## config.mk

```make
export PLATFORM = sky130hd
export DESIGN_NAME = reorder_receiver_with_cumulative_ack
export DESIGN_NICKNAME = d
export VERILOG_FILES = /design/src/design/rrca_pkg.sv /design/src/design/rrca_ram.sv /design/src/design/reorder_receiver_with_cumulative_ack.sv
export SDC_FILE = /design/constraint.sdc
export NUM_CORES = 1
export LEC_CHECK = 0
export ABC_AREA = 1
export BUFFER_PORTS_ARGS = -buffer_cell sky130_fd_sc_hd__buf_2
export CORE_ASPECT_RATIO = 0.8
export CORE_MARGIN = 2
export CORE_UTILIZATION = 45
export CTS_BUF_LIST = sky130_fd_sc_hd__clkbuf_8
export DETAILED_ROUTE_END_ITERATION = 16
export GPL_ROUTABILITY_DRIVEN = 0
export PLACE_DENSITY_LB_ADDON = 0.2
export RECOVER_POWER = 100
export SLEW_MARGIN = 25
export SYNTH_ARGS = -nofsm -noshare
export SYNTH_HDL_FRONTEND = slang
export SYNTH_SLANG_ARGS = --single-unit
export TNS_END_PERCENT = 30
```

## constraint.sdc

```tcl
create_clock -name clk -period 5.7 [get_ports clk]
set_input_delay 0.285 -clock clk [delete_from_list [all_inputs] [get_ports clk]]
set_output_delay 0.285 -clock clk [all_outputs]
set_load 0.005 [all_outputs]
```

## src/design/rrca_pkg.sv

```systemverilog
// Shared widths, result codes and slot layout for the reorder receiver.
package rrca_pkg;

	localparam int SEQ_W          = 16;
	localparam int HANDLE_W       = 16;
	localparam int WINDOW_DEFAULT = 32;

	localparam logic KIND_DELIVER = 1'b0;
	localparam logic KIND_ACK     = 1'b1;

	typedef struct packed {
		logic                valid;
		logic                final_seg;
		logic [HANDLE_W-1:0] handle;
	} slot_t;

	localparam int SLOT_W = $bits(slot_t);

endpackage

```

## src/design/rrca_ram.sv

```systemverilog
// Generic single-clock RAM with one write port and one registered read port.
module rrca_ram #(
	parameter int WIDTH = 8,
	parameter int DEPTH = 32
) (
	input  logic                     clk,
	input  logic                     we,
	input  logic [$clog2(DEPTH)-1:0] waddr,
	input  logic [WIDTH-1:0]         wdata,
	input  logic                     re,
	input  logic [$clog2(DEPTH)-1:0] raddr,
	output logic [WIDTH-1:0]         rdata
);

	logic [WIDTH-1:0] mem [DEPTH];

	always_ff @(posedge clk) begin
		if (we) begin
			mem[waddr] <= wdata;
		end
		if (re) begin
			rdata <= mem[raddr];
		end
	end

endmodule

```

## src/design/reorder_receiver_with_cumulative_ack.sv

```systemverilog
// Top level of the reorder receiver: slot ring sequencer and result register.
//
// After reset the block runs a clearing pass over the slot memory with busy
// high. An early item is stored in its slot and acknowledged, an item beyond
// the window is only acknowledged, and an old duplicate or an item after the
// final segment gives no result. An expected segment that ends the transfer
// gives one delivery result. Any other expected segment is delivered and
// acknowledged, then the buffered slots behind it are drained in order, one
// slot memory read per drained slot. Results come one per cycle, each on the
// ports for exactly one cycle with result_valid high, and the receiver cannot
// stall them; last_of_run marks the final result of an item.
module reorder_receiver_with_cumulative_ack #(
	parameter int WINDOW = rrca_pkg::WINDOW_DEFAULT
) (
	input  logic                          clk,
	input  logic                          arst_n,
	input  logic                          start,
	output logic                          busy,
	input  logic [rrca_pkg::SEQ_W-1:0]    segment_index,
	input  logic [rrca_pkg::HANDLE_W-1:0] payload_handle,
	input  logic                          final_segment,
	output logic                          result_valid,
	output logic                          kind,
	output logic [rrca_pkg::SEQ_W-1:0]    delivered_index,
	output logic [rrca_pkg::HANDLE_W-1:0] delivered_handle,
	output logic [rrca_pkg::SEQ_W-1:0]    ack_next,
	output logic                          transfer_done,
	output logic                          last_of_run
);

	import rrca_pkg::*;

	localparam int AW = $clog2(WINDOW);
	localparam logic [AW-1:0] LAST_SLOT = AW'(WINDOW - 1);

	typedef enum logic [3:0] {
		ST_CLEAR = 4'b0001,
		ST_IDLE  = 4'b0010,
		ST_ACKW  = 4'b0100,
		ST_DRAIN = 4'b1000
	} state_t;

	function automatic logic [AW-1:0] slot_inc(input logic [AW-1:0] a);
		logic [AW-1:0] r;
		if (a == LAST_SLOT) begin
			r = '0;
		end else begin
			r = a + 1'b1;
		end
		return r;
	endfunction

	state_t              state_q;
	logic [AW-1:0]       clr_q;
	logic [AW-1:0]       head_q;
	logic [AW-1:0]       guard_q;
	logic [SEQ_W-1:0]    exp_q;
	logic                finished_q;
	slot_t               cur_q;

	logic                valid_q;
	logic                kind_q;
	logic [SEQ_W-1:0]    index_q;
	logic [HANDLE_W-1:0] handle_q;
	logic [SEQ_W-1:0]    ack_q;
	logic                done_q;
	logic                last_q;

	logic                mem_we;
	logic [AW-1:0]       mem_waddr;
	slot_t               mem_wdata;
	logic                mem_re;
	logic [AW-1:0]       mem_raddr;
	slot_t               mem_rdata;

	logic [SEQ_W-1:0]    delta;
	logic                in_window;
	logic [AW:0]         store_sum;
	logic [AW-1:0]       store_addr;
	logic [AW-1:0]       head_p1;
	logic [AW-1:0]       head_p2;
	logic                drain_last;
	logic                take;

	assign take      = start && (state_q == ST_IDLE) && !finished_q;
	assign delta     = segment_index - exp_q;
	assign in_window = (delta != '0) && (delta < SEQ_W'(WINDOW));
	assign store_sum = {1'b0, head_q} + {1'b0, delta[AW-1:0]};
	assign store_addr = (store_sum >= (AW+1)'(WINDOW)) ?
		AW'(store_sum - (AW+1)'(WINDOW)) : store_sum[AW-1:0];
	assign head_p1   = slot_inc(head_q);
	assign head_p2   = slot_inc(head_p1);
	assign drain_last = cur_q.final_seg || (guard_q == LAST_SLOT) || !mem_rdata.valid;

	always_comb begin
		mem_we    = 1'b0;
		mem_waddr = head_q;
		mem_wdata = '0;
		mem_re    = 1'b0;
		mem_raddr = head_p1;
		case (state_q)
			ST_CLEAR: begin
				mem_we    = 1'b1;
				mem_waddr = clr_q;
			end
			ST_IDLE: begin
				if (take) begin
					if (delta == '0) begin
						mem_we = 1'b1;
						mem_re = 1'b1;
					end else if (in_window) begin
						mem_we    = 1'b1;
						mem_waddr = store_addr;
						mem_wdata = '{valid: 1'b1, final_seg: final_segment,
							handle: payload_handle};
					end
				end
			end
			ST_ACKW: begin
				mem_re = mem_rdata.valid;
			end
			ST_DRAIN: begin
				mem_we    = 1'b1;
				mem_re    = 1'b1;
				mem_raddr = head_p2;
			end
			default: begin
				mem_we = 1'b0;
			end
		endcase
	end

	rrca_ram #(
		.WIDTH(SLOT_W),
		.DEPTH(WINDOW)
	) u_slots (
		.clk  (clk),
		.we   (mem_we),
		.waddr(mem_waddr),
		.wdata(mem_wdata),
		.re   (mem_re),
		.raddr(mem_raddr),
		.rdata(mem_rdata)
	);

	always_ff @(posedge clk or negedge arst_n) begin
		if (!arst_n) begin
			state_q    <= ST_CLEAR;
			clr_q      <= '0;
			head_q     <= '0;
			exp_q      <= '0;
			finished_q <= 1'b0;
			valid_q    <= 1'b0;
		end else begin
			valid_q <= 1'b0;
			case (state_q)
				ST_CLEAR: begin
					clr_q <= clr_q + 1'b1;
					if (clr_q == LAST_SLOT) begin
						state_q <= ST_IDLE;
					end
				end
				ST_IDLE: begin
					if (take) begin
						if (delta == '0) begin
							valid_q <= 1'b1;
							if (final_segment) begin
								finished_q <= 1'b1;
							end else begin
								exp_q   <= exp_q + 1'b1;
								head_q  <= head_p1;
								state_q <= ST_ACKW;
							end
						end else if (!delta[SEQ_W-1]) begin
							valid_q <= 1'b1;
						end
					end
				end
				ST_ACKW: begin
					valid_q <= 1'b1;
					if (mem_rdata.valid) begin
						state_q <= ST_DRAIN;
					end else begin
						state_q <= ST_IDLE;
					end
				end
				ST_DRAIN: begin
					valid_q <= 1'b1;
					if (cur_q.final_seg) begin
						finished_q <= 1'b1;
						state_q    <= ST_IDLE;
					end else begin
						exp_q  <= exp_q + 1'b1;
						head_q <= head_p1;
						if (drain_last) begin
							state_q <= ST_IDLE;
						end
					end
				end
				default: begin
					state_q <= ST_IDLE;
				end
			endcase
		end
	end

	always_ff @(posedge clk) begin
		case (state_q)
			ST_IDLE: begin
				if (delta == '0) begin
					kind_q   <= KIND_DELIVER;
					index_q  <= segment_index;
					handle_q <= payload_handle;
					ack_q    <= '0;
					done_q   <= final_segment;
					last_q   <= final_segment;
				end else begin
					kind_q   <= KIND_ACK;
					index_q  <= '0;
					handle_q <= '0;
					ack_q    <= exp_q;
					done_q   <= 1'b0;
					last_q   <= 1'b1;
				end
			end
			ST_ACKW: begin
				kind_q   <= KIND_ACK;
				index_q  <= '0;
				handle_q <= '0;
				ack_q    <= exp_q;
				done_q   <= 1'b0;
				last_q   <= !mem_rdata.valid;
				cur_q    <= mem_rdata;
				guard_q  <= AW'(1);
			end
			ST_DRAIN: begin
				kind_q   <= KIND_DELIVER;
				index_q  <= exp_q;
				handle_q <= cur_q.handle;
				ack_q    <= '0;
				done_q   <= cur_q.final_seg;
				last_q   <= drain_last;
				cur_q    <= mem_rdata;
				guard_q  <= guard_q + 1'b1;
			end
			default: begin
				last_q <= 1'b0;
			end
		endcase
	end

	assign busy             = (state_q != ST_IDLE);
	assign result_valid     = valid_q;
	assign kind             = kind_q;
	assign delivered_index  = index_q;
	assign delivered_handle = handle_q;
	assign ack_next         = ack_q;
	assign transfer_done    = done_q;
	assign last_of_run      = last_q;

endmodule
```

Word-level counts from Yosys, hierarchy flattened
Memory sizes are Yosys's and may differ from the RTL's. A register that Yosys moved wholly into a read port is not among the register bits.
Index checks and enable logic that the tools add are counted.
- register bits after elaboration: 105
- bits in writable memories: 576
- input port bits: 36
- output and inout port bits: 53
- word-level logic and storage cells: 121
- memories kept: 1
- memory list (memory ; words ; width ; read ports ; clocked after Yosys merged registers in ; wr ports ; line ; source):
    u_slots.mem ; 32 ; 18 ; 1 ; 1 ; 1 ; rrca_ram.sv:15 ; logic [WIDTH-1:0] mem [DEPTH];
- add/sub/neg operators: 8
- order comparisons: 2
- equality and inequality tests: 17
- mux-type cells: 61
- reductions and logical operators: 17
- operators by type and width (cell ; count):
    $pmux W16 S3 ; 3
    $mux W16 ; 7
    $mux W18 ; 4
    $mux W5 ; 11
    $pmux W16 S2 ; 1
    $pmux W5 S2 ; 3
    $mux W4 ; 7
    $add A5 B1 Y5 const B ; 4
    $eq A5 B5 Y1 const B ; 4
    $mux W1 ; 17
    $add A16 B1 Y16 const B ; 1
    $logic_not A16 Y1 ; 1
    $lt A16 B6 Y1 const B ; 1
    $pmux W4 S4 ; 1
    $reduce_bool A16 Y1 ; 1
    $sub A16 B16 Y16 ; 1
    $reduce_and A5 Y1 ; 3
    $ne A2 B2 Y1 const B ; 6
    $pmux W1 S3 ; 4
    $add A5 B5 Y6 ; 1
    $ge A6 B6 Y1 const B ; 1
    $pmux W1 S2 ; 3
    $sub A5 B1 Y5 const B ; 1
    $eq A4 B1 Y1 const B ; 1
    12 further kinds ; 18

Depth between registers and ports, before layout
Gate-level depths: netlist (run 1).
- depth in word-level cells: 9
- depth in mapped cells: 23
- gate-level depth less buffers: 23

Modules after synthesis
Synthesis (run 1) repeated with hierarchy kept, for this count alone.
- cell total of the unflattened synthesis: 2763
- area, all modules: 30342.9 µm²
- by module, submodules not included (module ; times used ; cells an instance ; area an instance (µm²) ; sequential area each (µm²)):
    rrca_ram ; 1 ; 2009 ; 24028.0 ; 17837.1
    reorder_receiver_with_cumulative_ack ; 1 ; 754 ; 6314.8 ; 2984.1

Worst setup path before layout (run 1)
Ideal clock, no wire load.
- path kind: reg2reg
- start point: reg exp_q[0]
- end point: mem u_slots.mem[0][0] in the netlist's numbering, enable pin
- library setup time: 393 ps
- data arrival time: 3668 ps
- data required time: 5307 ps
- path slack: 1640 ps
- stages on the path, launching flop included: 20
- path buffers: 0
- clock period less this slack: 4060 ps
- cell sequence: dfrtp_1 > ha_1 > fa_1 > inv_1 > nand3_1 > nand3_1 > nand3_1 > nand4_1 > nand2_1 > nor2_2 > nand2_2 > nor2_2 > nand3_2 > inv_1 > nand2_1 > nand3_1 > nand2_1 > inv_1 > nand3_1 > nor2_1
- longest elaborated chain between the ends: 9
- elaborated cells on any way between the ends: 19
- classes of those cells: add/sub: 3; order compare: 2; mux: 11; reduce/logical: 3
- RTL lines (what ; line ; source):
    from (decl) ; reorder_receiver_with_cumulative_ack.sv:57 ; logic [SEQ_W-1:0] exp_q;
    from (signal assigned) ; reorder_receiver_with_cumulative_ack.sv:170 ; exp_q <= exp_q + 1'b1;
    from (signal assigned) ; reorder_receiver_with_cumulative_ack.sv:193 ; exp_q <= exp_q + 1'b1;
    $sub A16 B16 Y16 * ; reorder_receiver_with_cumulative_ack.sv:86 ; assign delta = segment_index - exp_q;
    parallel branches: the longest is 8 deep, another holds $add A5 B5 Y6 ; - ;
    to (decl) ; rrca_ram.sv:15 ;
Every way passes the cells marked *.

==> impl_summary.txt, run 1 <==
----------------------------------------------------
[Run status]
  Status ... finished with violations
  Violations in the final reports ... capacitance limit, slew limit

[Yosys]
  Top_reg_cell synth ... edfxtp_1
  Number of warnings issued by yosys ... 0
  Post-Synthesis Cells ... 2,328
  Most instantiated cells after synthesis ... edfxtp_1, nor2_1, o21ai_0
  Mux share of post-synthesis cell area ... 0
  Adder and majority gate portion of the synthesized area ... 0.0137
  Parity-gate share of the synthesized area counting xor and xnor cells ... 0.00683
  Compound-gate portion of the synthesized area ... 0.121
  Async S/R FF share, synth ... 0.0458
  Mapped Nets ... 2,395
  Most common cell in the netlist ... edfxtp_1
  Synthesis-stage register bit count ... 699
  Fraction of the yosys area taken by sequential cells ... 0.706
  Main combinational cell family by area after synthesis ... compound AO/OA/AOI/OAI gates
  Post-Syn Area ... 0.0295 mm^2
  Avg Inst Size Synth ... 12.7 um^2
  Synth top area cells ... edfxtp_1, nor2_1, o221ai_1
  Fraction of the mapped netlist area in simple logic gates ... 0.116
  Count of different cell masters after synthesis ... 49
  Number of enable flip-flop cells after synthesis ... 666
  Area leader, netlist ... edfxtp_1
  Fraction of synthesized cell area taken by the top area cell type ... 0.678

[Worst hold path]
  Worst min-delay path class ... input pin to flip-flop
  Worst hold path endpoint ... result_valid$_DFF_PN0_
  Start point of the worst min-delay path ... start
  Cells on Worst Hold Path ... 4

[Floorplan]
  I/O Pins ... 89
  Total die area ... 0.0677 mm^2
  Core box area ... 0.0645 mm^2
  Initial standard-cell utilization of the core ... 0.458
  Horizontal die dimension ... 290 um
  Number of rows in the core area ... 83
  Y dimension of the die ... 233 um

[Global routing]
  Number of antenna violations at the first check in global routing ... 7
  Largest net degree at the start of global routing ... 165
  Global-route total usage across every layer ... 0.238
  Overflow after GRT ... 0
  Via count of the first global-routing pass ... 19,100
  First-pass GRT wire length ... 120,000 um

[Setup path]
  Worst setup path class ... flip-flop to flip-flop
  Worst endpoint required time ... 5920 ps
  CP dominant cell by count ... nand2_1
  Top fanout value on the critical path ... 32
  Startpoint type of the worst setup path ... flip-flop
  Data arrival time at the worst-slack endpoint ... 5230 ps
  Cell chain of the critical path ... clkinv_1, ha_1, nand2_1, nand2_1, inv_1, nand2_1, nand2_1, nand2_1, nand2_1, nand2_1, nand2_1, nand2_1, nor2_1, nand2_2, nor2_2, nand3_2, clkbuf_2, nor2_2, clkbuf_1
  Reg2reg setup slack ... 690 ps
  Worst reg2reg startpoint ... exp_q[2]$_DFFE_PN0P_
  Critical path capture point type ... flip-flop
  Buffering stage count on the worst path with inverters included ... 4
  Largest incremental delay on the critical path ... 1490 ps
  Master of the slowest instance on the critical path ... clkbuf_1
  Category of cells accounting for the largest share of critical-path delay ... buffers and inverters
  RR Endpoint ... u_slots.mem[8][2]$_DFFE_PP_
  Cell count of the worst reg-to-reg path ... 19

[Clock network]
  CTS tree ... done
  Maximum buffer depth of the clock tree ... 3
  H-tree depth ... 3
  Count of clock tree sinks ... 699
  Number of buffers created by CTS ... 107
  Clock Root Buffer ... clkbuf_8
  Clock transition at path regs ... 60 ps
  Setup bufs post-CTS ... 0
  Post-CTS resize count ... 0
  Clk_lat worst skew ... 750 ps

[Drt]
  DRC errors left ... 0
  Post-DR vias/cell ... 5.81
  1st-iter DRT viols ... 2,413
  1st-pass router iterations ... 5
  Overall routed net length ... 81,300 um
  Average wire per standard cell ... 23.6 um
  Overall via count from detail_route ... 20,000
  Number of nets still failing antenna checks after routing ... 0

[Power and ir drop]
  Seq pwr share ... 0.527
  Sw Ratio ... 0.238
  Clock Power Share ... 0.402
  Static leakage power ... 10.5 nW
  Share of total power in combinational logic ... 0.072
  Switch Pwr ... 2.51 mW
  Internal Pwr Total ... 8.04 mW
  Pwr dens ... 314 mW/mm^2
  Worst voltage drop across the vdd grid ... 0.000183 V

[Timing]
  Clock skew after layout ... 53.3 ps
  Unrepaired setup endpoints after global routing ... no
  Pins over their slew limit ... 657
  Worst slew margin relative to its limit ... -0.438
  Tcrit/Tclk final ... 0.879
  Transition time of the tightest slew-check pin ... 2150 ps
  Total count of hold-check failures in the final report ... 0
  Post-layout min period ... 5010 ps
  Fmax ... 200 MHz
  Total negative setup slack ... 0 ps
  Worst Hold Slack ... 53.5 ps
  Setup Viol. Count Final ... 0

[Place]
  Placed cell areas ... 0.0313 mm^2
  Number of buffers added on ports ... 88
  HPWL Detailed ... 47,700 um
  Dpl cells ... 3,206

[Layout]
  Number of nets in the finished design ... 2,565
  Final cell utilization of the core ... 0.520
  Final non-filler cell total ... 3,440
  Post-route standard cell area excluding fillers ... 0.0335 mm^2
  Proportion of layout cells with a drive suffix above 1 ... 0.124
  Area growth from synthesis to final layout ... 13.7%

[Run]
  Maximum capacitance violations ... 20

----------------------------------------------------
[cells by family after synthesis]
| kind of cell | count (synthesis) |
|---|---|
| AND/OR/NAND/NOR | 794 |
| flip-flops | 699 |
| AO/OA/AOI/OAI | 509 |
| buffers and inverters | 272 |
| adder cells (fa/ha/maj) | 31 |
| XOR/XNOR | 23 |
[power by group through the flow]
stage	clock network (mW)	logic (mW)	registers [mW]
after floorplan	0	0.469	5.66
after global placement	0	0.719	5.66
after detailed placement	0	0.727	5.66
after CTS	4.30	0.747	5.56
after global routing	4.52	0.818	5.55
final	4.24	0.755	5.56
[state kept, by name (all words and copies together) (netlist names)]
signal,flops
clr_q,5
guard_q,5
kind,1
result_valid,1
cur_q,17
finished_q,1
last_of_run,1
exp_q,16
delivered_index,16
u_slots.rdata,18
head_q,5
transfer_done,1
delivered_handle,16
state_q,4
u_slots.mem,576
ack_next,16
[per-layer routing]
layer  part of all wire  GRT usage
met2               0.41      0.332
met3               0.11     0.0682
met4              0.026     0.0750
met5             0.0017     0.0122
met1               0.45      0.356
[layout by cell type (no fill, tap or decap), drive strengths merged, types with 29 or more instances in the layout]
| cell | count |
|---|---|
| buf | 99 |
| clkbuf | 180 |
| clkinv | 41 |
| dfrtp | 31 |
| dlygate4sd3 | 33 |
| edfxtp | 666 |
| ha | 29 |
| inv | 171 |
| nand2 | 165 |
| nand3 | 162 |
| nor2 | 409 |
| o21ai | 178 |
| o21bai | 126 |
| o221ai | 126 |
[tightest hold or removal path, delay by kind of cell]
family | cells | cell delay (ps)
simple gates | 1 | 70
buf+inv | 2 | 260
compound gates | 1 | 100
[metrics by stage]
step | setup WS [ps] | power (mW)
after floorplan | 1640 | 6.13
after global placement | 1210 | 6.38
after detailed placement | 1090 | 6.39
after CTS | 1080 | 10.6
after global routing | 329 | 10.9
final | 688 | 10.5
[worst max-delay path by stage]
stage                           from                           end  slack (ps)  cells past startpoint
3_5_place_dp   head_q[1]$_DFFE_PN0P_   u_slots.rdata[11]$_DFFE_PP_        1090                     19
3_3_place_gp   head_q[1]$_DFFE_PN0P_   u_slots.rdata[11]$_DFFE_PP_        1210                     19
2_1_floorplan   exp_q[0]$_DFFE_PN0P_   u_slots.mem[0][0]$_DFFE_PP_        1640                     19
5_1_grt         exp_q[2]$_DFFE_PN0P_  u_slots.mem[13][0]$_DFFE_PP_         330                     23
6_report        exp_q[2]$_DFFE_PN0P_   u_slots.mem[8][2]$_DFFE_PP_         690                     19
4_1_cts        head_q[1]$_DFFE_PN0P_   u_slots.rdata[11]$_DFFE_PP_        1080                     19
[cell type report]
type / instances / area (um^2)
fillers: 5529 / 30900
flip-flops and latches: 699 / 20800
well taps: 850 / 1060
clock buffers: 119 / 1640
diodes: 1 / 2.50
inverters: 140 / 533
clock inverters: 81 / 544
repair buffers: 193 / 1260
multi-input cells: 1357 / 7690
[repair_timing]
item,CTS,global route
endpoints found under the setup margin,0,0
hold buffers,33,0
hold endpoints to repair,63,0
Note: power is estimated with default switching activity, not from simulation.
==> run 2, diff against run 1 <==
CORE_UTILIZATION = 51   (was 45)
GPL_ROUTABILITY_DRIVEN = unset   (was 0)
==> impl_summary.txt, run 2 (same netlist as run 1, synthesis figures left out) <==
----------------------------------------------------
[Run status]
  Status ... finished with violations
  Violations in the final reports ... capacitance limit, slew limit

[Layout]
  Commonest non-fill, non-tap cell in the layout ... edfxtp_1
  Area growth from synthesis to final layout ... 12.2%
  Number of nets in the finished design ... 2,557
  Proportion of layout cells with a drive suffix above 1 ... 0.118
  Post-route standard cell area excluding fillers ... 0.0331 mm^2
  Commonest non-fill, non-tap cells in the layout ... edfxtp_1, nor2_1, inv_1, o21ai_0
  Final non-filler cell total ... 3,332
  Largest registers ... u_slots.mem x576, u_slots.rdata x18, cur_q x17
  Number of flip-flops in the largest register ... 576
  Register with the most flip-flops ... u_slots.mem

[Floorplan]
  Core box area ... 0.0570 mm^2
  Y dimension of the die ... 219 um
  Number of rows in the core area ... 78
  Horizontal die dimension ... 273 um
  I/O Pins ... 89
  Total die area ... 0.0598 mm^2
  Initial standard-cell utilization of the core ... 0.518

[Drt]
  Overall via count from detail_route ... 19,900
  DRC errors left ... 0
  1st-pass router iterations ... 6
  Average wire per standard cell ... 23.8 um
  Overall routed net length ... 79,400 um
  Number of nets still failing antenna checks after routing ... 0
  Post-DR vias/cell ... 5.96
  1st-iter DRT viols ... 2,589

[Timing]
  Fmax ... 191 MHz
  Pins over their slew limit ... 489
  Tcrit/Tclk final ... 0.917
  Total negative setup slack ... 0 ps
  Transition time of the tightest slew-check pin ... 2060 ps
  Clock skew after layout ... 22.8 ps
  Post-layout min period ... 5230 ps
  Worst slew margin relative to its limit ... -0.382
  Total count of hold-check failures in the final report ... 0
  Setup Viol. Count Final ... 0
  Worst setup slack after layout ... 475 ps
  Unrepaired setup endpoints after global routing ... no

[Setup path]
  Worst endpoint required time ... 6070 ps
  Data arrival time at the worst-slack endpoint ... 5600 ps
  Startpoint type of the worst setup path ... flip-flop
  Master of the slowest instance on the critical path ... nor3_1
  Largest incremental delay on the critical path ... 1120 ps
  Critical path capture point type ... flip-flop
  Buffering stage count on the worst path with inverters included ... 5
  Worst setup path class ... flip-flop to flip-flop
  Category of cells accounting for the largest share of critical-path delay ... simple AND/OR/NAND/NOR gates
  Top fanout value on the critical path ... 18
  Cell count of the worst reg-to-reg path ... 15
  Cell chain of the critical path ... nor2_1, inv_1, nor3_1, nand3_1, a21oi_1, nand3_2, buf_4, inv_1, nand2_1, nand3_1, nand2_1, inv_1, nand3_1, nor2_1, buf_4
  Critical Path Stages ... 15

[Place]
  Dpl cells ... 3,110
  HPWL Detailed ... 46,400 um
  Number of buffers added on ports ... 88
  Routability-driven placement congestion ratio ... 0.919
  Placed cell areas ... 0.0311 mm^2
  Post-Place Setup Slack ... 1090 ps

[Power and ir drop]
  Switch Pwr ... 2.40 mW
  Clock Power Share ... 0.369
  Static leakage power ... 10.3 nW
  Internal Pwr Total ... 7.61 mW
  Pwr dens ... 303 mW/mm^2
  Sw Ratio ... 0.240
  Worst voltage drop across the vdd grid ... 0.000212 V
  Share of total power in combinational logic ... 0.076
  Seq pwr share ... 0.555

[Global routing]
  Via count of the first global-routing pass ... 18,900
  Number of antenna violations at the first check in global routing ... 3
  First-pass GRT wire length ... 118,000 um
  Largest net degree at the start of global routing ... 179
  Global-route total usage across every layer ... 0.267
  Overflow after GRT ... 0

[Clock network]
  Setup bufs post-CTS ... 0
  H-tree depth ... 3
  Post-CTS resize count ... 0
  CTS Hold Buffers Added ... 33
  Clock Root Buffer ... clkbuf_8
  Maximum buffer depth of the clock tree ... 3
  Count of clock tree sinks ... 699
  Clk_lat worst skew ... 710 ps
  CTS tree ... done
  Clock transition at path regs ... 60 ps
  Number of buffers created by CTS ... 104

[Worst hold path]
  Worst min-delay path class ... input pin to flip-flop
  Cells on Worst Hold Path ... 3

[Run]
  Maximum capacitance violations ... 17

----------------------------------------------------
run 2: cell types whose count changed in the layout (fill, tap and decap cells not counted), moves of 5 or more:
cell,change
buf_4,-12
bufinv_16,-6
clkbuf_1,-6
clkbuf_2,+11
clkbuf_8,-10
clkinv_1,-5
inv_1,+12
run 2: area by class of cell:
cell class	instances	area [um^2]
Tap cell	760	951
Inverter	140	533
Fill cell	4663	23900
Clock buffer	109	1500
Sequential cell	699	20800
Antenna cell	2	5.00
Timing Repair Buffer	188	1240
Clock inverter	77	359
Multi-Input combinational cell	1357	7690
run 2: through the flow:
step,hold slack [ps],util,power [mW]
after global routing,68.0,0.581,10.4
after detailed placement,407,0.546,6.39
after global placement,405,0.546,6.38
after CTS,23.8,0.585,10.1
final,81.3,0.581,10.0
after floorplan,-10.6,-,6.13
run 2: per-layer routing:
layer | share of wire | wire [um] | track usage | vias up
li1 | - | - | - | 8917
met3 | 0.097 | 7670 | 0.0646 | 146
met2 | 0.43 | 34000 | 0.383 | 941
met4 | 0.028 | 2230 | 0.0920 | 0
met1 | 0.45 | 35400 | 0.399 | 9854
met5 | 0 | 0 | 0 | -
run 2: path summary, 6_finish.rpt:
path | slack (ps) | to | start
worst max-delay path | 470 | u_slots.mem[23][10]$_DFFE_PP_ | state_q[3]$_DFFE_PN0P_
max in group asynchronous | 3870 | exp_q[15]$_DFFE_PN0P_ | arst_n
worst max register to register | 470 | u_slots.mem[23][10]$_DFFE_PP_ | state_q[3]$_DFFE_PN0P_
min in group asynchronous | 670 | head_q[3]$_DFFE_PN0P_ | arst_n
worst min register to register | 420 | cur_q[3]$_DFFE_PN_ | u_slots.rdata[3]$_DFFE_PP_
worst min-delay path | 80 | delivered_index[1]$_DFFE_PP_ | segment_index[1]
run 2: worst min-delay path, stage by stage:
cell     delay (ps)
buf_2           110
inv_1           100
o32ai_1         110
run 2: power groups by stage:
stage	registers [mW]	logic (mW)	clock network, mW
3_3_place_gp	5.66	0.716	0
2_1_floorplan	5.66	0.469	0
4_1_cts	5.56	0.750	3.76
6_report	5.56	0.761	3.70
5_1_grt	5.55	0.823	3.97
3_5_place_dp	5.66	0.730	0
